<file path="src/rtl/vtpa_pkg.sv">
package vtpa_pkg;

    // Pixel size of one square CTU in the packed picture.
    localparam int CTU_SIZE       = 64;
    // Most window tiles served for one request.
    localparam int MAX_VIEW_TILES = 64;

    localparam int CFG_IDX_W    = 3;
    localparam int CFG_DATA_W   = 14;
    localparam int GRID_W       = 8;
    localparam int VIEW_W       = 7;
    localparam int TILE_W       = 14;
    localparam int TOTAL_W      = 2 * GRID_W;
    localparam int COUNT_W      = 2 * VIEW_W;
    localparam int PACKED_W_W   = TILE_W + VIEW_W;
    localparam int CTU_SHIFT    = $clog2(CTU_SIZE);
    localparam int TILE_CTU_W   = TILE_W - CTU_SHIFT;
    localparam int PACKED_CTU_W = PACKED_W_W - CTU_SHIFT;
    localparam int ROW_CTU_W    = TILE_CTU_W + PACKED_CTU_W;
    localparam int REGION_W     = $clog2(MAX_VIEW_TILES);
    localparam int Y_ACC_W      = ROW_CTU_W + REGION_W;
    localparam int X_ACC_W      = TILE_CTU_W + REGION_W;
    localparam int PIX_ACC_W    = TILE_W + REGION_W;
    localparam int OUT_W        = 16;

    typedef enum logic [CFG_IDX_W-1:0] {
        REG_GRID_COLS   = 3'd0,
        REG_GRID_ROWS   = 3'd1,
        REG_VIEW_COLS   = 3'd2,
        REG_VIEW_ROWS   = 3'd3,
        REG_TILE_WIDTH  = 3'd4,
        REG_TILE_HEIGHT = 3'd5
    } cfg_reg_t;

    typedef enum logic {
        MOD_TOTAL     = 1'b0,
        MOD_GRID_COLS = 1'b1
    } mod_sel_t;

    typedef struct packed {
        logic     capture;
        logic     mod_go;
        mod_sel_t mod_sel;
        logic     init;
        logic     step;
    } vtpa_cmd_t;

    typedef struct packed {
        logic mod_done;
        logic last;
    } vtpa_status_t;

endpackage

</file>
<file path="src/rtl/vtpa_mod.sv">
module vtpa_mod
    import vtpa_pkg::*;
(
    input  logic                 clk,
    input  logic                 rst_n,
    input  logic                 go,
    input  logic [GRID_W-1:0]    dividend,
    input  logic [TOTAL_W-1:0]   divisor,
    output logic                 done,
    output logic [GRID_W-1:0]    rem
);

    localparam int CNT_W = $clog2(GRID_W);

    logic               busy_reg;
    logic               done_reg;
    logic [CNT_W-1:0]   cnt_reg;
    logic [GRID_W-1:0]  rem_reg;
    logic [GRID_W-1:0]  dq_reg;

    logic [GRID_W:0]    shifted;
    logic [TOTAL_W-1:0] shifted_ext;
    logic [TOTAL_W-1:0] diff;
    logic               take;

    // One restoring step per cycle, most significant dividend bit first.
    // The partial remainder never exceeds the dividend, so it fits in
    // the dividend's width.
    always_comb
    begin
        shifted     = {rem_reg, dq_reg[GRID_W-1]};
        shifted_ext = TOTAL_W'(shifted);
        take        = (shifted_ext >= divisor);
        diff        = shifted_ext - divisor;
    end

    always_ff @(posedge clk or negedge rst_n)
    begin
        if (!rst_n)
        begin
            busy_reg <= 1'b0;
            done_reg <= 1'b0;
            cnt_reg  <= '0;
        end
        else
        begin
            done_reg <= 1'b0;
            if (go)
            begin
                busy_reg <= 1'b1;
                cnt_reg  <= '0;
            end
            else if (busy_reg)
            begin
                cnt_reg <= cnt_reg + 1'b1;
                if (cnt_reg == CNT_W'(GRID_W - 1))
                begin
                    busy_reg <= 1'b0;
                    done_reg <= 1'b1;
                end
            end
        end
    end

    always_ff @(posedge clk)
    begin
        if (go)
        begin
            rem_reg <= '0;
            dq_reg  <= dividend;
        end
        else if (busy_reg)
        begin
            rem_reg <= take ? diff[GRID_W-1:0] : shifted[GRID_W-1:0];
            dq_reg  <= {dq_reg[GRID_W-2:0], 1'b0};
        end
    end

    assign done = done_reg;
    assign rem  = rem_reg;

endmodule

</file>
<file path="src/rtl/vtpa_dp.sv">
module vtpa_dp
    import vtpa_pkg::*;
(
    input  logic                  clk,
    input  logic                  rst_n,
    input  logic                  cfg_we,
    input  logic [CFG_IDX_W-1:0]  cfg_index,
    input  logic [CFG_DATA_W-1:0] cfg_data,
    input  logic [GRID_W-1:0]     start_tile,
    input  vtpa_cmd_t             cmd,
    output vtpa_status_t          status,
    output logic [GRID_W-1:0]     source_tile,
    output logic [OUT_W-1:0]      dest_ctu_index,
    output logic [OUT_W-1:0]      packed_top,
    output logic [OUT_W-1:0]      packed_left,
    output logic                  last_region
);

    // Configuration registers.
    logic [GRID_W-1:0] grid_cols_reg;
    logic [GRID_W-1:0] grid_rows_reg;
    logic [VIEW_W-1:0] view_cols_reg;
    logic [VIEW_W-1:0] view_rows_reg;
    logic [TILE_W-1:0] tile_width_reg;
    logic [TILE_W-1:0] tile_height_reg;

    // Per-request set-up values.
    logic [GRID_W-1:0]     start_in_reg;
    logic [TOTAL_W-1:0]    total_reg;
    logic [PACKED_W_W-1:0] packed_w_reg;
    logic [COUNT_W-1:0]    count_reg;
    logic [ROW_CTU_W-1:0]  row_ctus_reg;
    mod_sel_t              sel_reg;
    logic [GRID_W-1:0]     start_reg;
    logic [GRID_W-1:0]     col0_reg;
    logic [TOTAL_W-1:0]    base0_reg;

    // Walk state.
    logic [REGION_W-1:0]   r_reg;
    logic [REGION_W-1:0]   y_reg;
    logic [TOTAL_W-1:0]    row_base_reg;
    logic [GRID_W-1:0]     colpos_reg;
    logic [Y_ACC_W-1:0]    y_ctu_reg;
    logic [X_ACC_W-1:0]    x_ctu_reg;
    logic [PIX_ACC_W-1:0]  top_reg;
    logic [PIX_ACC_W-1:0]  left_reg;

    // Output word.
    logic [GRID_W-1:0]     source_tile_reg;
    logic [OUT_W-1:0]      dest_ctu_reg;
    logic [OUT_W-1:0]      packed_top_reg;
    logic [OUT_W-1:0]      packed_left_reg;
    logic                  last_reg;

    logic [GRID_W-1:0]       gc;
    logic [GRID_W-1:0]       gr;
    logic [VIEW_W-1:0]       vc;
    logic [VIEW_W-1:0]       vr;
    logic [VIEW_W-1:0]       vr_m1;
    logic [TILE_CTU_W-1:0]   col_ctus;
    logic [TILE_CTU_W-1:0]   th_ctus;
    logic [PACKED_CTU_W-1:0] pw_ctus;
    logic [COUNT_W-1:0]      count_cap;
    logic [REGION_W-1:0]     cnt_m1;
    logic                    y_wrap;
    logic [TOTAL_W:0]        rb_sum;
    logic [TOTAL_W-1:0]      rb_next;
    logic [GRID_W:0]         col_inc;
    logic [TOTAL_W:0]        src_sum;
    logic [Y_ACC_W:0]        ctu_sum;

    logic                    mod_done;
    logic [GRID_W-1:0]       mod_rem;
    logic [GRID_W-1:0]       mod_dividend;
    logic [TOTAL_W-1:0]      mod_divisor;

    always_ff @(posedge clk or negedge rst_n)
    begin
        if (!rst_n)
        begin
            grid_cols_reg   <= GRID_W'(1);
            grid_rows_reg   <= GRID_W'(1);
            view_cols_reg   <= VIEW_W'(1);
            view_rows_reg   <= VIEW_W'(1);
            tile_width_reg  <= TILE_W'(CTU_SIZE);
            tile_height_reg <= TILE_W'(CTU_SIZE);
        end
        else if (cfg_we)
        begin
            case (cfg_reg_t'(cfg_index))
                REG_GRID_COLS:   grid_cols_reg   <= cfg_data[GRID_W-1:0];
                REG_GRID_ROWS:   grid_rows_reg   <= cfg_data[GRID_W-1:0];
                REG_VIEW_COLS:   view_cols_reg   <= cfg_data[VIEW_W-1:0];
                REG_VIEW_ROWS:   view_rows_reg   <= cfg_data[VIEW_W-1:0];
                REG_TILE_WIDTH:  tile_width_reg  <= cfg_data[TILE_W-1:0];
                REG_TILE_HEIGHT: tile_height_reg <= cfg_data[TILE_W-1:0];
                default:         ;
            endcase
        end
    end

    always_comb
    begin
        // A zero count register is used as one.
        gc       = (grid_cols_reg == '0) ? GRID_W'(1) : grid_cols_reg;
        gr       = (grid_rows_reg == '0) ? GRID_W'(1) : grid_rows_reg;
        vc       = (view_cols_reg == '0) ? VIEW_W'(1) : view_cols_reg;
        vr       = (view_rows_reg == '0) ? VIEW_W'(1) : view_rows_reg;
        vr_m1    = vr - 1'b1;
        col_ctus = TILE_CTU_W'(tile_width_reg / CTU_SIZE);
        th_ctus  = TILE_CTU_W'(tile_height_reg / CTU_SIZE);
        pw_ctus  = PACKED_CTU_W'(packed_w_reg / CTU_SIZE);

        count_cap = (count_reg > COUNT_W'(MAX_VIEW_TILES)) ?
                    COUNT_W'(MAX_VIEW_TILES) : count_reg;
        cnt_m1    = REGION_W'(count_cap - 1'b1);

        y_wrap  = ({1'b0, y_reg} == vr_m1);
        rb_sum  = {1'b0, row_base_reg} + (TOTAL_W + 1)'(gc);
        rb_next = (rb_sum >= {1'b0, total_reg}) ?
                  TOTAL_W'(rb_sum - {1'b0, total_reg}) : rb_sum[TOTAL_W-1:0];
        col_inc = {1'b0, colpos_reg} + 1'b1;

        src_sum = {1'b0, row_base_reg} + (TOTAL_W + 1)'(colpos_reg);
        ctu_sum = {1'b0, y_ctu_reg} + (Y_ACC_W + 1)'(x_ctu_reg);

        // The dividend is loaded on the start cycle; the divisor is read on
        // every step, so it follows the operation that is running.
        mod_dividend = (cmd.mod_sel == MOD_TOTAL) ? start_in_reg : start_reg;
        mod_divisor  = (sel_reg == MOD_TOTAL) ? total_reg : TOTAL_W'(gc);
    end

    vtpa_mod u_mod (
        .clk      (clk),
        .rst_n    (rst_n),
        .go       (cmd.mod_go),
        .dividend (mod_dividend),
        .divisor  (mod_divisor),
        .done     (mod_done),
        .rem      (mod_rem)
    );

    always_ff @(posedge clk)
    begin
        if (cmd.capture)
        begin
            start_in_reg <= start_tile;
            total_reg    <= gc * gr;
            packed_w_reg <= tile_width_reg * vc;
            count_reg    <= vc * vr;
        end

        if (cmd.mod_go)
        begin
            sel_reg <= cmd.mod_sel;
            if (cmd.mod_sel == MOD_GRID_COLS)
            begin
                row_ctus_reg <= th_ctus * pw_ctus;
            end
        end

        if (mod_done)
        begin
            if (sel_reg == MOD_TOTAL)
            begin
                start_reg <= mod_rem;
            end
            else
            begin
                col0_reg <= mod_rem;
            end
        end

        if (cmd.init)
        begin
            // The column offset within a grid row is the same for every
            // window row; only the row's base index moves.
            base0_reg    <= TOTAL_W'(start_reg - col0_reg);
            row_base_reg <= TOTAL_W'(start_reg - col0_reg);
            colpos_reg   <= col0_reg;
            r_reg        <= '0;
            y_reg        <= '0;
            y_ctu_reg    <= '0;
            x_ctu_reg    <= '0;
            top_reg      <= '0;
            left_reg     <= '0;
        end
        else if (cmd.step)
        begin
            r_reg <= r_reg + 1'b1;
            if (y_wrap)
            begin
                y_reg        <= '0;
                row_base_reg <= base0_reg;
                y_ctu_reg    <= '0;
                top_reg      <= '0;
                x_ctu_reg    <= x_ctu_reg + X_ACC_W'(col_ctus);
                left_reg     <= left_reg + PIX_ACC_W'(tile_width_reg);
                colpos_reg   <= (col_inc == (GRID_W + 1)'(gc)) ?
                                '0 : col_inc[GRID_W-1:0];
            end
            else
            begin
                y_reg        <= y_reg + 1'b1;
                row_base_reg <= rb_next;
                y_ctu_reg    <= y_ctu_reg + Y_ACC_W'(row_ctus_reg);
                top_reg      <= top_reg + PIX_ACC_W'(tile_height_reg);
            end

            source_tile_reg <= (|src_sum[TOTAL_W:GRID_W]) ?
                               '1 : src_sum[GRID_W-1:0];
            dest_ctu_reg    <= (|ctu_sum[Y_ACC_W:OUT_W]) ?
                               '1 : ctu_sum[OUT_W-1:0];
            packed_top_reg  <= (|top_reg[PIX_ACC_W-1:OUT_W]) ?
                               '1 : top_reg[OUT_W-1:0];
            packed_left_reg <= (|left_reg[PIX_ACC_W-1:OUT_W]) ?
                               '1 : left_reg[OUT_W-1:0];
            last_reg        <= (r_reg == cnt_m1);
        end
    end

    assign status.mod_done = mod_done;
    assign status.last     = (r_reg == cnt_m1);

    assign source_tile    = source_tile_reg;
    assign dest_ctu_index = dest_ctu_reg;
    assign packed_top     = packed_top_reg;
    assign packed_left    = packed_left_reg;
    assign last_region    = last_reg;

endmodule

</file>
<file path="src/rtl/vtpa_ctrl.sv">
module vtpa_ctrl
    import vtpa_pkg::*;
(
    input  logic         clk,
    input  logic         rst_n,
    input  logic         in_valid,
    output logic         in_stall,
    output logic         out_valid,
    input  logic         out_stall,
    input  vtpa_status_t status,
    output vtpa_cmd_t    cmd
);

    typedef enum logic [2:0] {
        S_IDLE,
        S_SETUP,
        S_WAIT_START,
        S_GO_COL,
        S_WAIT_COL,
        S_INIT,
        S_RUN
    } state_t;

    state_t state_reg;
    state_t state_next;
    logic   out_valid_reg;
    logic   out_valid_next;

    always_comb
    begin
        cmd.capture = (state_reg == S_IDLE) && in_valid;
        cmd.mod_go  = (state_reg == S_SETUP) || (state_reg == S_GO_COL);
        cmd.mod_sel = (state_reg == S_GO_COL) ? MOD_GRID_COLS : MOD_TOTAL;
        cmd.init    = (state_reg == S_INIT);
        // The output register takes a new word when it is empty or its
        // word leaves in this cycle.
        cmd.step    = (state_reg == S_RUN) && (!out_valid_reg || !out_stall);

        state_next = state_reg;
        case (state_reg)
            S_IDLE:
            begin
                if (in_valid)
                begin
                    state_next = S_SETUP;
                end
            end
            S_SETUP:      state_next = S_WAIT_START;
            S_WAIT_START:
            begin
                if (status.mod_done)
                begin
                    state_next = S_GO_COL;
                end
            end
            S_GO_COL:     state_next = S_WAIT_COL;
            S_WAIT_COL:
            begin
                if (status.mod_done)
                begin
                    state_next = S_INIT;
                end
            end
            S_INIT:       state_next = S_RUN;
            S_RUN:
            begin
                if (cmd.step && status.last)
                begin
                    state_next = S_IDLE;
                end
            end
            default:      state_next = S_IDLE;
        endcase

        if (cmd.step)
        begin
            out_valid_next = 1'b1;
        end
        else if (!out_stall)
        begin
            out_valid_next = 1'b0;
        end
        else
        begin
            out_valid_next = out_valid_reg;
        end
    end

    always_ff @(posedge clk or negedge rst_n)
    begin
        if (!rst_n)
        begin
            state_reg     <= S_IDLE;
            out_valid_reg <= 1'b0;
        end
        else
        begin
            state_reg     <= state_next;
            out_valid_reg <= out_valid_next;
        end
    end

    assign in_stall  = (state_reg != S_IDLE);
    assign out_valid = out_valid_reg;

endmodule

</file>
<file path="src/rtl/viewport_tile_packing_addresser_top.sv">
// Viewport tile packing addresser.
//
// Input channel (in_valid, in_stall, start_tile): one word names the grid
// tile at the top-left of the viewport window. in_stall is high from the
// cycle after a word is taken until the last result word of that request
// has been loaded into the output register.
// Output channel (out_valid, out_stall, result fields): one word per window
// tile in column-major order, at most MAX_VIEW_TILES words, with last_region set on the final one.
// Configuration is written through cfg_we, cfg_index and cfg_data while
// the block is idle; indexes beyond the register list are ignored.
//
// Timing: after a request is taken, set-up runs two 8-step remainder
// operations in a shared bit-serial unit before the first result word is
// loaded. Then one word per cycle while the output is not stalled. A stall
// holds the output word and pauses the walk. Reset returns the configuration
// and control registers to their reset values and leaves the block idle
// with no word pending.
module viewport_tile_packing_addresser_top
    import vtpa_pkg::*;
(
    input  logic                  clk,
    input  logic                  rst_n,
    input  logic                  cfg_we,
    input  logic [CFG_IDX_W-1:0]  cfg_index,
    input  logic [CFG_DATA_W-1:0] cfg_data,
    input  logic                  in_valid,
    output logic                  in_stall,
    input  logic [GRID_W-1:0]     start_tile,
    output logic                  out_valid,
    input  logic                  out_stall,
    output logic [GRID_W-1:0]     source_tile,
    output logic [OUT_W-1:0]      dest_ctu_index,
    output logic [OUT_W-1:0]      packed_top,
    output logic [OUT_W-1:0]      packed_left,
    output logic                  last_region
);

    vtpa_cmd_t    cmd;
    vtpa_status_t status;

    vtpa_ctrl u_ctrl (
        .clk       (clk),
        .rst_n     (rst_n),
        .in_valid  (in_valid),
        .in_stall  (in_stall),
        .out_valid (out_valid),
        .out_stall (out_stall),
        .status    (status),
        .cmd       (cmd)
    );

    vtpa_dp u_dp (
        .clk            (clk),
        .rst_n          (rst_n),
        .cfg_we         (cfg_we),
        .cfg_index      (cfg_index),
        .cfg_data       (cfg_data),
        .start_tile     (start_tile),
        .cmd            (cmd),
        .status         (status),
        .source_tile    (source_tile),
        .dest_ctu_index (dest_ctu_index),
        .packed_top     (packed_top),
        .packed_left    (packed_left),
        .last_region    (last_region)
    );

endmodule

</file>
<file path="config.mk">
export PLATFORM = sky130hd
export DESIGN_NAME = viewport_tile_packing_addresser_top
export DESIGN_NICKNAME = d
export VERILOG_FILES = /design/src/rtl/vtpa_pkg.sv /design/src/rtl/vtpa_mod.sv /design/src/rtl/vtpa_dp.sv /design/src/rtl/vtpa_ctrl.sv /design/src/rtl/viewport_tile_packing_addresser_top.sv
export SDC_FILE = /design/constraint.sdc
export NUM_CORES = 1
export LEC_CHECK = 0
export BUFFER_PORTS_ARGS = -buffer_cell sky130_fd_sc_hd__buf_4
export CAP_MARGIN = 25
export CORE_ASPECT_RATIO = 0.9
export CORE_UTILIZATION = 24
export DETAILED_ROUTE_END_ITERATION = 7
export GPL_ROUTABILITY_DRIVEN = 0
export PLACE_DENSITY = 0.39
export SYNTH_ARGS = -nofsm -noshare
export SYNTH_HDL_FRONTEND = slang
export SYNTH_HIERARCHICAL = 1
export SYNTH_SLANG_ARGS = --single-unit
</file>
<file path="constraint.sdc">
create_clock -name clk -period 5.3 [get_ports clk]
set_input_delay 0.795 -clock clk [delete_from_list [all_inputs] [get_ports clk]]
set_output_delay 0.795 -clock clk [all_outputs]
set_load 0.1 [all_outputs]
</file>
==> flow_summary.ini, run 1 <==
[run_status]
outcome = finished clean

[clocking]
cts_num_sinks = 361
cts_max_path_buffers = 3
htreeDepth = 2
cts_made_buffers = 52
cts_tree = yes
cts-root-buf = clkbuf_16
clk_pin_slew_worst_paths_ns = 0.06
clk_latency_ns = 0.65

[critical_path]
path_class = flop to flop
crit_fanout = 7
slowest_delay_ns = 0.54
startpoint = u_dp/view_cols_reg[6]$_DFFE_PN0P_
start_kind = flop
slowest_stage = fa_1
cp_cell_sequence = nand2_1 > fa_1 > fa_1 > inv_1 > fa_1 > fa_1 > ha_1 > a21oi_1 > o21ai_0 > a32o_1 > o22a_1 > a41o_1 > or4_4 > a31oi_1 > xnor2_1
crit_family = adder cells
timing.critical_path.buf_inv = 1
cp.required_ns = 5.68
r2r-start = u_dp/view_cols_reg[6]$_DFFE_PN0P_
crit_path_frequent_cell = fa_1
arrival_ns = 5.46
endpoint_kind = flop

[sta]
rsz0062_at_grt = true
maxSlewHeadroom_pct = 35.1
clock_skew_ns = 0.0438
fmax_mhz = 197
hold_slack_ns = 0.362
period_needed_ns = 5.08
report.final.slew_viol_count = 0
finalCritPeriodShare_pct = 95.9
setup_violations = 0
tightest_slew_ns = 0.960
finalHoldViolations = 0

[worst_hold_path]
hp-class = primary input to flop
min-delay-start = start_tile[6]

[synthesis]
avgSynthCellArea_sq_um = 9.78
synth_cells = 3126
ys_types = 101
synthesis.area_sq_mm = 0.0306
yosys_warnings = 6
synthFlopType = edfxtp_1
async_flop_share_pct = 18.6
ys_ff_latch = 361
synth_nets = 3638
yosysSeqAreaShare_pct = 31.0
synth_edf_count = 191

[drt]
wl_per_cell_um = 17.5
firstDrtPassIters = 5
drt_iter0_markers = 1332
routed_wl_mm = 87.3
final_antenna_net_count = 0
drc = 0
dr_total_vias = 22425
avgViaCountPerCell = 4.48

[global_route]
antenna_found_initial = 6
grt_first_pass_wirelength_mm = 135
grt_max_degree = 68
overflow = 0
grt_pass1_vias = 22222
gr-usage-all-layers_pct = 13.5

[placement]
io_buffers = 88
dp_cells = 4892
dpl.hpwl_mm = 68.6

[finish]
instances_no_fill = 5003
largest_reg_flops = 29
fin_util_pct = 28.5
final_nets = 3783
area_delta_synth_final_pct = 17.0
drive_above_1_share_pct = 14.0

[die]
rows = 123
ios = 89
die_area_sq_mm = 0.129
die_y_um = 341
floorplan.initialDensity_pct = 24.3
core_region_area_sq_mm = 0.126
die-width_um = 378

[job]
maxCapViolCount = 0
-- through the flow --
| step | setup WS [ns] | cell area (sq um) | setup TNS [ns] |
|---|---|---|---|
| 4_1_cts | 0.0271 | 35500 | 0 |
| 3_3_place_gp | -0.00454 | 33700 | -0.00454 |
| 5_1_grt | -0.00979 | 35700 | -0.00979 |
| 2_1_floorplan | 0.216 | 30600 | 0 |
| 6_report | 0.220 | 35800 | 0 |
| 3_5_place_dp | -0.0743 | 33700 | -0.0743 |
-- routing by layer --
metal	share of wire [%]	wire length (um)	global-route usage (%)	vias to the layer above
li1	-	-	-	11101
met1	54	46900	21.1	10923
met2	40	35100	19.1	311
met3	4.2	3650	1.87	86
met4	1.9	1660	3.25	4
met5	0.025	22	0	-
-- synthesized netlist by cell type, types with 17 or more instances --
master      n  share of area (%)
and2_1    206                4.2
o21ai_0    86                1.4
a21o_1     40               0.98
nand4_1    24               0.49
xor2_1     82                2.4
fa_1      206                 13
xnor2_1   123                3.5
nor2b_1    41               0.84
edfxtp_1  191                 19
or3_1      17               0.35
dfrtp_1    61                5.0
ha_1      276                 11
nand2b_1   57                1.2
mux2_2     71                2.6
nor2_1    177                2.2
dfxtp_1   103                6.7
nand3_1    70                1.1
o21a_1     28               0.69
a31oi_1    17               0.35
a22o_1     54                1.5
mux2i_1    22               0.72
nand2_1   239                2.9
nor3_1     56               0.92
clkbuf_1   84                1.0
inv_1     333                4.1
a21oi_1   128                2.1
and3_1     17               0.35
-- kinds of logic (layout without fill, tap and decap cells) --
family / count (synthesis) / after routing / synth area share, %
compound gates: 539 / 539 / 12.1
xor+xnor: 206 / 206 / 5.93
fa+ha+maj: 482 / 482 / 24.8
buf+inv: 447 / 635 / 5.67
flops: 361 / 361 / 31.0
mux: 95 / 95 / 3.41
other cells: 0 / 2 / 0
simple gates: 996 / 996 / 17.1
-- final cells by class --
| class | instances | area, sq um |
|---|---|---|
| clock inverter | 33 | 349 |
| clock buffer | 64 | 1410 |
| inverter | 337 | 1260 |
| sequential | 361 | 9490 |
| fill | 13340 | 89800 |
| multi-input combinational | 2318 | 19600 |
| antenna | 2 | 5.00 |
| tap | 1687 | 2110 |
| timing repair buffer | 201 | 1560 |
-- timing repair --
item                                    CTS  global route
gates resized for setup                   2            39
gates cloned                              0             0
pin swaps                                 0            16
hold buffers                              0             1
endpoints found under the setup margin    1            12
setup buffers                             0            10
hold endpoints to repair                  0             3
-- path summary, 6_finish.rpt --
path                                                endpoint  slack, ns  cells after the start
min                           u_dp/start_in_reg[6]$_DFFE_PP_       0.36                      1
min in group asynchronous  u_dp/u_mod/cnt_reg[0]$_DFFE_PN0P_       0.53                      2
max in group asynchronous  u_dp/view_cols_reg[0]$_DFFE_PN1P_       4.19                      3
max                          u_dp/packed_w_reg[20]$_DFFE_PP_       0.22                     15
min reg2reg                     u_dp/top_reg[0]$_SDFFE_PP0P_       0.50                      1
max reg2reg                  u_dp/packed_w_reg[20]$_DFFE_PP_       0.22                     15
-- cells in the final DEF, fill, tap and decap left out, types with 123 or more instances in the layout --
cell type,n
xnor2_1,123
edfxtp_1,191
and2_1,201
fa_1,206
buf_4,196
ha_1,271
nor2_1,175
nand2_1,239
a21oi_1,126
inv_1,333
-- worst reg2reg max path: cells and delay by family (launching register included) --
kind / cells / cell delay, ns
AO/OA/AOI/OAI: 6 / 1.28
XOR/XNOR: 1 / 0.09
AND/OR/NAND/NOR: 2 / 0.54
flip-flops: 1 / 0.46
buffers and inverters: 1 / 0.05
adder cells (fa/ha/maj): 5 / 2.41
Power of run 1 is left out: the tool's default activity adds up to more than one toggle a clock period on the data nets, which glitch-free logic cannot reach.
==> run 2, diff against run 1 <==
==> constraint.sdc (replaced) <==
create_clock -name clk -period 5.3 [get_ports clk]
set_input_delay 0.53 -clock clk [delete_from_list [all_inputs] [get_ports clk]]
set_output_delay 0.53 -clock clk [all_outputs]
set_load 0.1 [all_outputs]
==> run 2 against run 1 <==
Compared with the run above: final area barely moved; worst hold slack got worse by 0.26 ns; wire length decreased by 0.89%; non-clock buffer count is 1 lower; worst setup slack worse by 0.0058 ns; critical path depth stayed put; maximum frequency down 0.11%; highest routed layer unchanged; core utilization hardly changed; count of clock-buffer cells in the layout increased by 21; clock skew is 0.020 ns higher; first-iteration DRC count decreased by 15%; via count decreased by 0.38%.
==> flow_summary.ini, run 2 (synthesis results as in run 1) <==
[sta]
setup_violations = 0
hold_slack_ns = 0.105
maxSlewHeadroom_pct = 34.5
tightest_slew_ns = 0.969
layout_setup_ws_ns = 0.214
finalCritPeriodShare_pct = 96.0
clock_skew_ns = 0.0639
fmax_mhz = 197
finalHoldViolations = 0
report.final.slew_viol_count = 0
rsz0062_at_grt = true
tns_ns = 0
period_needed_ns = 5.09

[drt]
dr_total_vias = 22340
drc = 0
avgViaCountPerCell = 4.46
drt_iter0_markers = 1137
final_antenna_net_count = 0
routed_wl_mm = 86.6
firstDrtPassIters = 5
wl_per_cell_um = 17.3

[run_status]
outcome = finished clean

[clocking]
cts_num_sinks = 361
clk_latency_ns = 0.66
cts_max_path_buffers = 3
cts-root-buf = clkbuf_16
clk_pin_slew_worst_paths_ns = 0.06
htreeDepth = 2
cts_tree = yes
cts_made_buffers = 52

[critical_path]
r2r_cells = 15
slowest_delay_ns = 0.56
cp_cell_sequence = nand2_1 > fa_1 > inv_1 > fa_1 > fa_1 > inv_1 > fa_1 > inv_1 > ha_1 > or4_1 > o22a_1 > a41o_1 > or4_1 > a31oi_1 > xnor2_1
r2r-start = u_dp/tile_width_reg[6]$_DFFE_PN1P_
arrival_ns = 5.46
start_kind = flop
crit_path_frequent_cell = fa_1
cp.required_ns = 5.67
startpoint = u_dp/tile_width_reg[6]$_DFFE_PN1P_
r2r_slack_ns = 0.21
slowest_stage = dfstp_2
path_class = flop to flop
endpoint_kind = flop
crit_fanout = 5
r2r_end = u_dp/packed_w_reg[20]$_DFFE_PP_

[finish]
mostFrequentLayoutCell = inv_1
area_delta_synth_final_pct = 16.9
final_cell_mix = 332 x inv_1, 276 x ha_1, 239 x nand2_1
largest_reg_flops = 29
drive_above_1_share_pct = 13.2
final_nets = 3782
design_area_sq_mm = 0.0357
fillers = 13389

[die]
rows = 123
ios = 89
die-width_um = 378
floorplan.initialDensity_pct = 24.3
core_region_area_sq_mm = 0.126
die_y_um = 341
die_area_sq_mm = 0.129

[global_route]
use_met1_pct = 21.0
use_met3_pct = 2.16
grt_first_pass_wirelength_mm = 136
overflow = 0
antenna_found_initial = 8
gr-usage-all-layers_pct = 13.6
met2_usage_pct = 19.1
grt_pass1_vias = 22797
grt_max_degree = 61
grt.busiest_layer = met1

[worst_hold_path]
min-delay-start = start_tile[5]
min_path_cells = 1
worstHoldEndpoint = u_dp/start_in_reg[5]$_DFFE_PP_
hp-class = primary input to flop

[placement]
dpl.hpwl_mm = 68.1
dpl_worst_slack_ns = -0.0841
post_dp_cell_area_sq_mm = 0.0337
io_buffers = 88

[job]
maxCapViolCount = 0
[run 2: changes by cell type in the layout (fill, tap and decap cells not counted), moves of 4 or more]
cell,previous run,this run
and2_1,201,206
and2_4,5,0
clkbuf_1,8,17
clkbuf_8,2,11
clkinv_2,11,4
clkinv_4,4,0
clkinvlp_4,7,0
ha_1,271,276
ha_2,4,0
[run 2: worst max path at each step]
stage	endpoint	slack [ns]	cells after the start
floorplan	u_dp/row_ctus_reg[22]$_DFFE_PP_	0.22	17
global placement	u_dp/row_ctus_reg[22]$_DFFE_PP_	-0.02	18
detailed placement	u_dp/row_ctus_reg[22]$_DFFE_PP_	-0.08	18
CTS	u_dp/row_ctus_reg[21]$_DFFE_PP_	0.03	17
global route	u_dp/row_ctus_reg[22]$_DFFE_PP_	-0.007	18
finish	u_dp/packed_w_reg[20]$_DFFE_PP_	0.21	15
[run 2: cell type report]
| type | count | area [sq um] | share of cell area (%) |
|---|---|---|---|
| clock inverter | 12 | 179 | 0.501 |
| timing repair buffer | 200 | 1530 | 4.29 |
| multi-input combinational | 2318 | 19500 | 54.5 |
| clock buffer | 85 | 1640 | 4.60 |
| antenna | 5 | 12.5 | 0.0350 |
| tap | 1687 | 2110 | 5.91 |
| inverter | 337 | 1260 | 3.54 |
| sequential | 361 | 9490 | 26.6 |
[run 2: worst max-delay path: cells and delay by family (launching register included)]
family	cells	cell delay, ns
compound gates	3	0.72
xor+xnor	1	0.08
fa+ha+maj	5	2.27
buf+inv	3	0.14
flops	1	0.56
simple gates	3	1.05
[run 2: repair_timing]
item / CTS / global route
cloned: 0 / 0
setup buffers: 0 / 6
endpoints found under the setup margin: 1 / 28
endpoints found under the hold margin: 10 / 0
gates resized for setup: 1 / 20
pin swaps: 0 / 4
hold buffers: 4 / 0
[run 2: layer usage]
metal,vias to the layer above,part of all wire (%)
li1,11099,-
met1,10819,53
met2,324,40
met3,94,4.4
met4,4,2.4
met5,-,0.027
[run 2: through the flow]
step                      instances  util [%]
after floorplan                3126         -
after global placement         4892      26.8
after detailed placement       4893      26.9
after CTS                      4994      28.3
after global routing           5000      28.4
final                          5005      28.4
Power of run 2 is left out for the same reason.
==> run 3, diff against run 2 <==
PLACE_DENSITY = 0.38   (was 0.39)
clock period = 6.5 ns   (was 5.3 ns; I/O delays follow)
==> run 3 against run 2 <==
Compared with the run above: maximum frequency decreased by 14%; flip-flop and latch count unchanged; count of clock-buffer cells in the layout fell by 19; via count down 0.17%; sequential share of layout area grew 0.61 points; wire length increased by 1.7%; worst setup slack better by 0.40 ns; register-to-register slack better by 0.40 ns; global-route usage increased by 0.13 points; clock skew is 0.021 ns lower; highest routed layer is now met4.
==> flow_summary.ini, run 3 (synthesis results as in run 1) <==
[global_route]
antenna_found_initial = 2
overflow = 0
grt_max_degree = 64
grt_first_pass_wirelength_mm = 136
grt_pass1_vias = 22324
gr-usage-all-layers_pct = 13.7

[critical_path]
r2r-start = u_dp/tile_height_reg[13]$_DFFE_PN0P_
endpoint_kind = flop
slowest_stage = dfrtp_1
crit_path_frequent_cell = fa_1
arrival_ns = 6.26
start_kind = flop
cp_cell_sequence = and2_1 > fa_1 > inv_1 > fa_1 > fa_1 > fa_1 > inv_1 > ha_1 > a211oi_1 > nand2_1 > nor4_1 > o31ai_1 > a2111oi_0 > o31ai_1 > a21oi_1 > xnor2_1
path_class = flop to flop
r2r_slack_ns = 0.62
cp.required_ns = 6.88
r2r_cells = 16
cp_num_cells = 16
crit_family = adder cells
crit_fanout = 17
timing.critical_path.buf_inv = 2
slowest_delay_ns = 0.60
r2r_end = u_dp/row_ctus_reg[22]$_DFFE_PP_

[sta]
tightest_slew_ns = 0.954
clock_skew_ns = 0.0433
fmax_mhz = 170
finalHoldViolations = 0
finalCritPeriodShare_pct = 90.5
report.final.slew_viol_count = 0
tns_ns = 0
rsz0062_at_grt = false
maxSlewHeadroom_pct = 35.6
period_needed_ns = 5.88
setup_violations = 0
layout_setup_ws_ns = 0.619

[drt]
dr_total_vias = 22303
final_antenna_net_count = 0
drc = 0
avgViaCountPerCell = 4.53
firstDrtPassIters = 5
drt_iter0_markers = 1101
routed_wl_mm = 88.0
wl_per_cell_um = 17.9

[placement]
post_dp_cell_area_sq_mm = 0.0332
dpl_worst_slack_ns = 0.621
io_buffers = 88
dp_cells = 4829
dpl.hpwl_mm = 68.5

[finish]
mostFrequentLayoutCell = inv_1
area_delta_synth_final_pct = 14.1
final_cell_mix = 333 x inv_1, 276 x ha_1, 239 x nand2_1
final_nets = 3708
instances_no_fill = 4926
design_area_sq_mm = 0.0349
fillers = 13503
drive_above_1_share_pct = 10.6
largest_reg_flops = 29

[die]
die_y_um = 341
die-width_um = 378
floorplan.initialDensity_pct = 24.3
core_region_area_sq_mm = 0.126
ios = 89
die_area_sq_mm = 0.129
rows = 123

[clocking]
cts_max_path_buffers = 3
cts-root-buf = clkbuf_16
htreeDepth = 2
cts_resized = 0
cts_made_buffers = 49
clk_latency_ns = 0.65
cts_tree = yes
cts.hold.buffers_added = 1
post_cts_buffers = 0
clk_pin_slew_worst_paths_ns = 0.06
cts_num_sinks = 361

[job]
maxCapViolCount = 0

[worst_hold_path]
worstHoldEndpoint = u_dp/start_in_reg[3]$_DFFE_PP_
hp-class = primary input to flop
min-delay-start = start_tile[3]
min_path_cells = 1

[run_status]
outcome = finished clean
-- run 3: cell count changes in the layout (fill, tap and decap cells not counted), sizes merged --
cell,change
dlygate4sd3,-3
clkinv,+11
buf,-68
clkinvlp,+2
clkbuf,-19
diode,-3
inv,+1
-- run 3: metal layers --
layer	global-route usage (%)	up-vias	routed length, um
li1	-	10975	-
met1	21.1	10905	46900
met2	19.6	344	36000
met3	2.00	79	3350
met4	3.42	0	1720
met5	0	-	0
-- run 3: area by class of cell --
cell class,instances,area (sq um),area share (%)
sequential,361,9480,27.2
clock buffer,66,1360,3.91
multi-input combinational,2318,19400,55.7
clock inverter,26,243,0.696
inverter,337,1260,3.63
antenna,2,5.00,0.0144
tap,1687,2110,6.05
timing repair buffer,129,993,2.85
-- run 3: worst reg2reg max path, cell delays in order, from the launching register on --
cell and delay [ns]:
dfrtp_1 0.60, and2_1 0.31, fa_1 0.54, inv_1 0.06
fa_1 0.51, fa_1 0.52, fa_1 0.54, inv_1 0.04
ha_1 0.35, a211oi_1 0.48, nand2_1 0.12, nor4_1 0.35
o31ai_1 0.20, a2111oi_0 0.57, o31ai_1 0.15, a21oi_1 0.19
xnor2_1 0.09
-- run 3: worst max path at each step --
stage                                    startpoint                              end  slack (ns)
2_1_floorplan  u_dp/tile_height_reg[10]$_DFFE_PN0P_  u_dp/row_ctus_reg[22]$_DFFE_PP_        1.42
3_3_place_gp   u_dp/tile_height_reg[13]$_DFFE_PN0P_  u_dp/row_ctus_reg[22]$_DFFE_PP_        0.71
3_5_place_dp   u_dp/tile_height_reg[13]$_DFFE_PN0P_  u_dp/row_ctus_reg[22]$_DFFE_PP_        0.62
4_1_cts        u_dp/tile_height_reg[13]$_DFFE_PN0P_  u_dp/row_ctus_reg[22]$_DFFE_PP_        0.60
5_1_grt        u_dp/tile_height_reg[13]$_DFFE_PN0P_  u_dp/row_ctus_reg[22]$_DFFE_PP_        0.17
6_report       u_dp/tile_height_reg[13]$_DFFE_PN0P_  u_dp/row_ctus_reg[22]$_DFFE_PP_        0.62
-- run 3: per-stage QoR --
stage | util, % | hold slack [ns]
2_1_floorplan | - | 0.354
3_3_place_gp | 26.4 | 0.458
3_5_place_dp | 26.5 | 0.457
4_1_cts | 27.7 | 0.152
5_1_grt | 27.8 | 0.169
6_report | 27.8 | 0.206
Power of run 3 is left out for the same reason.
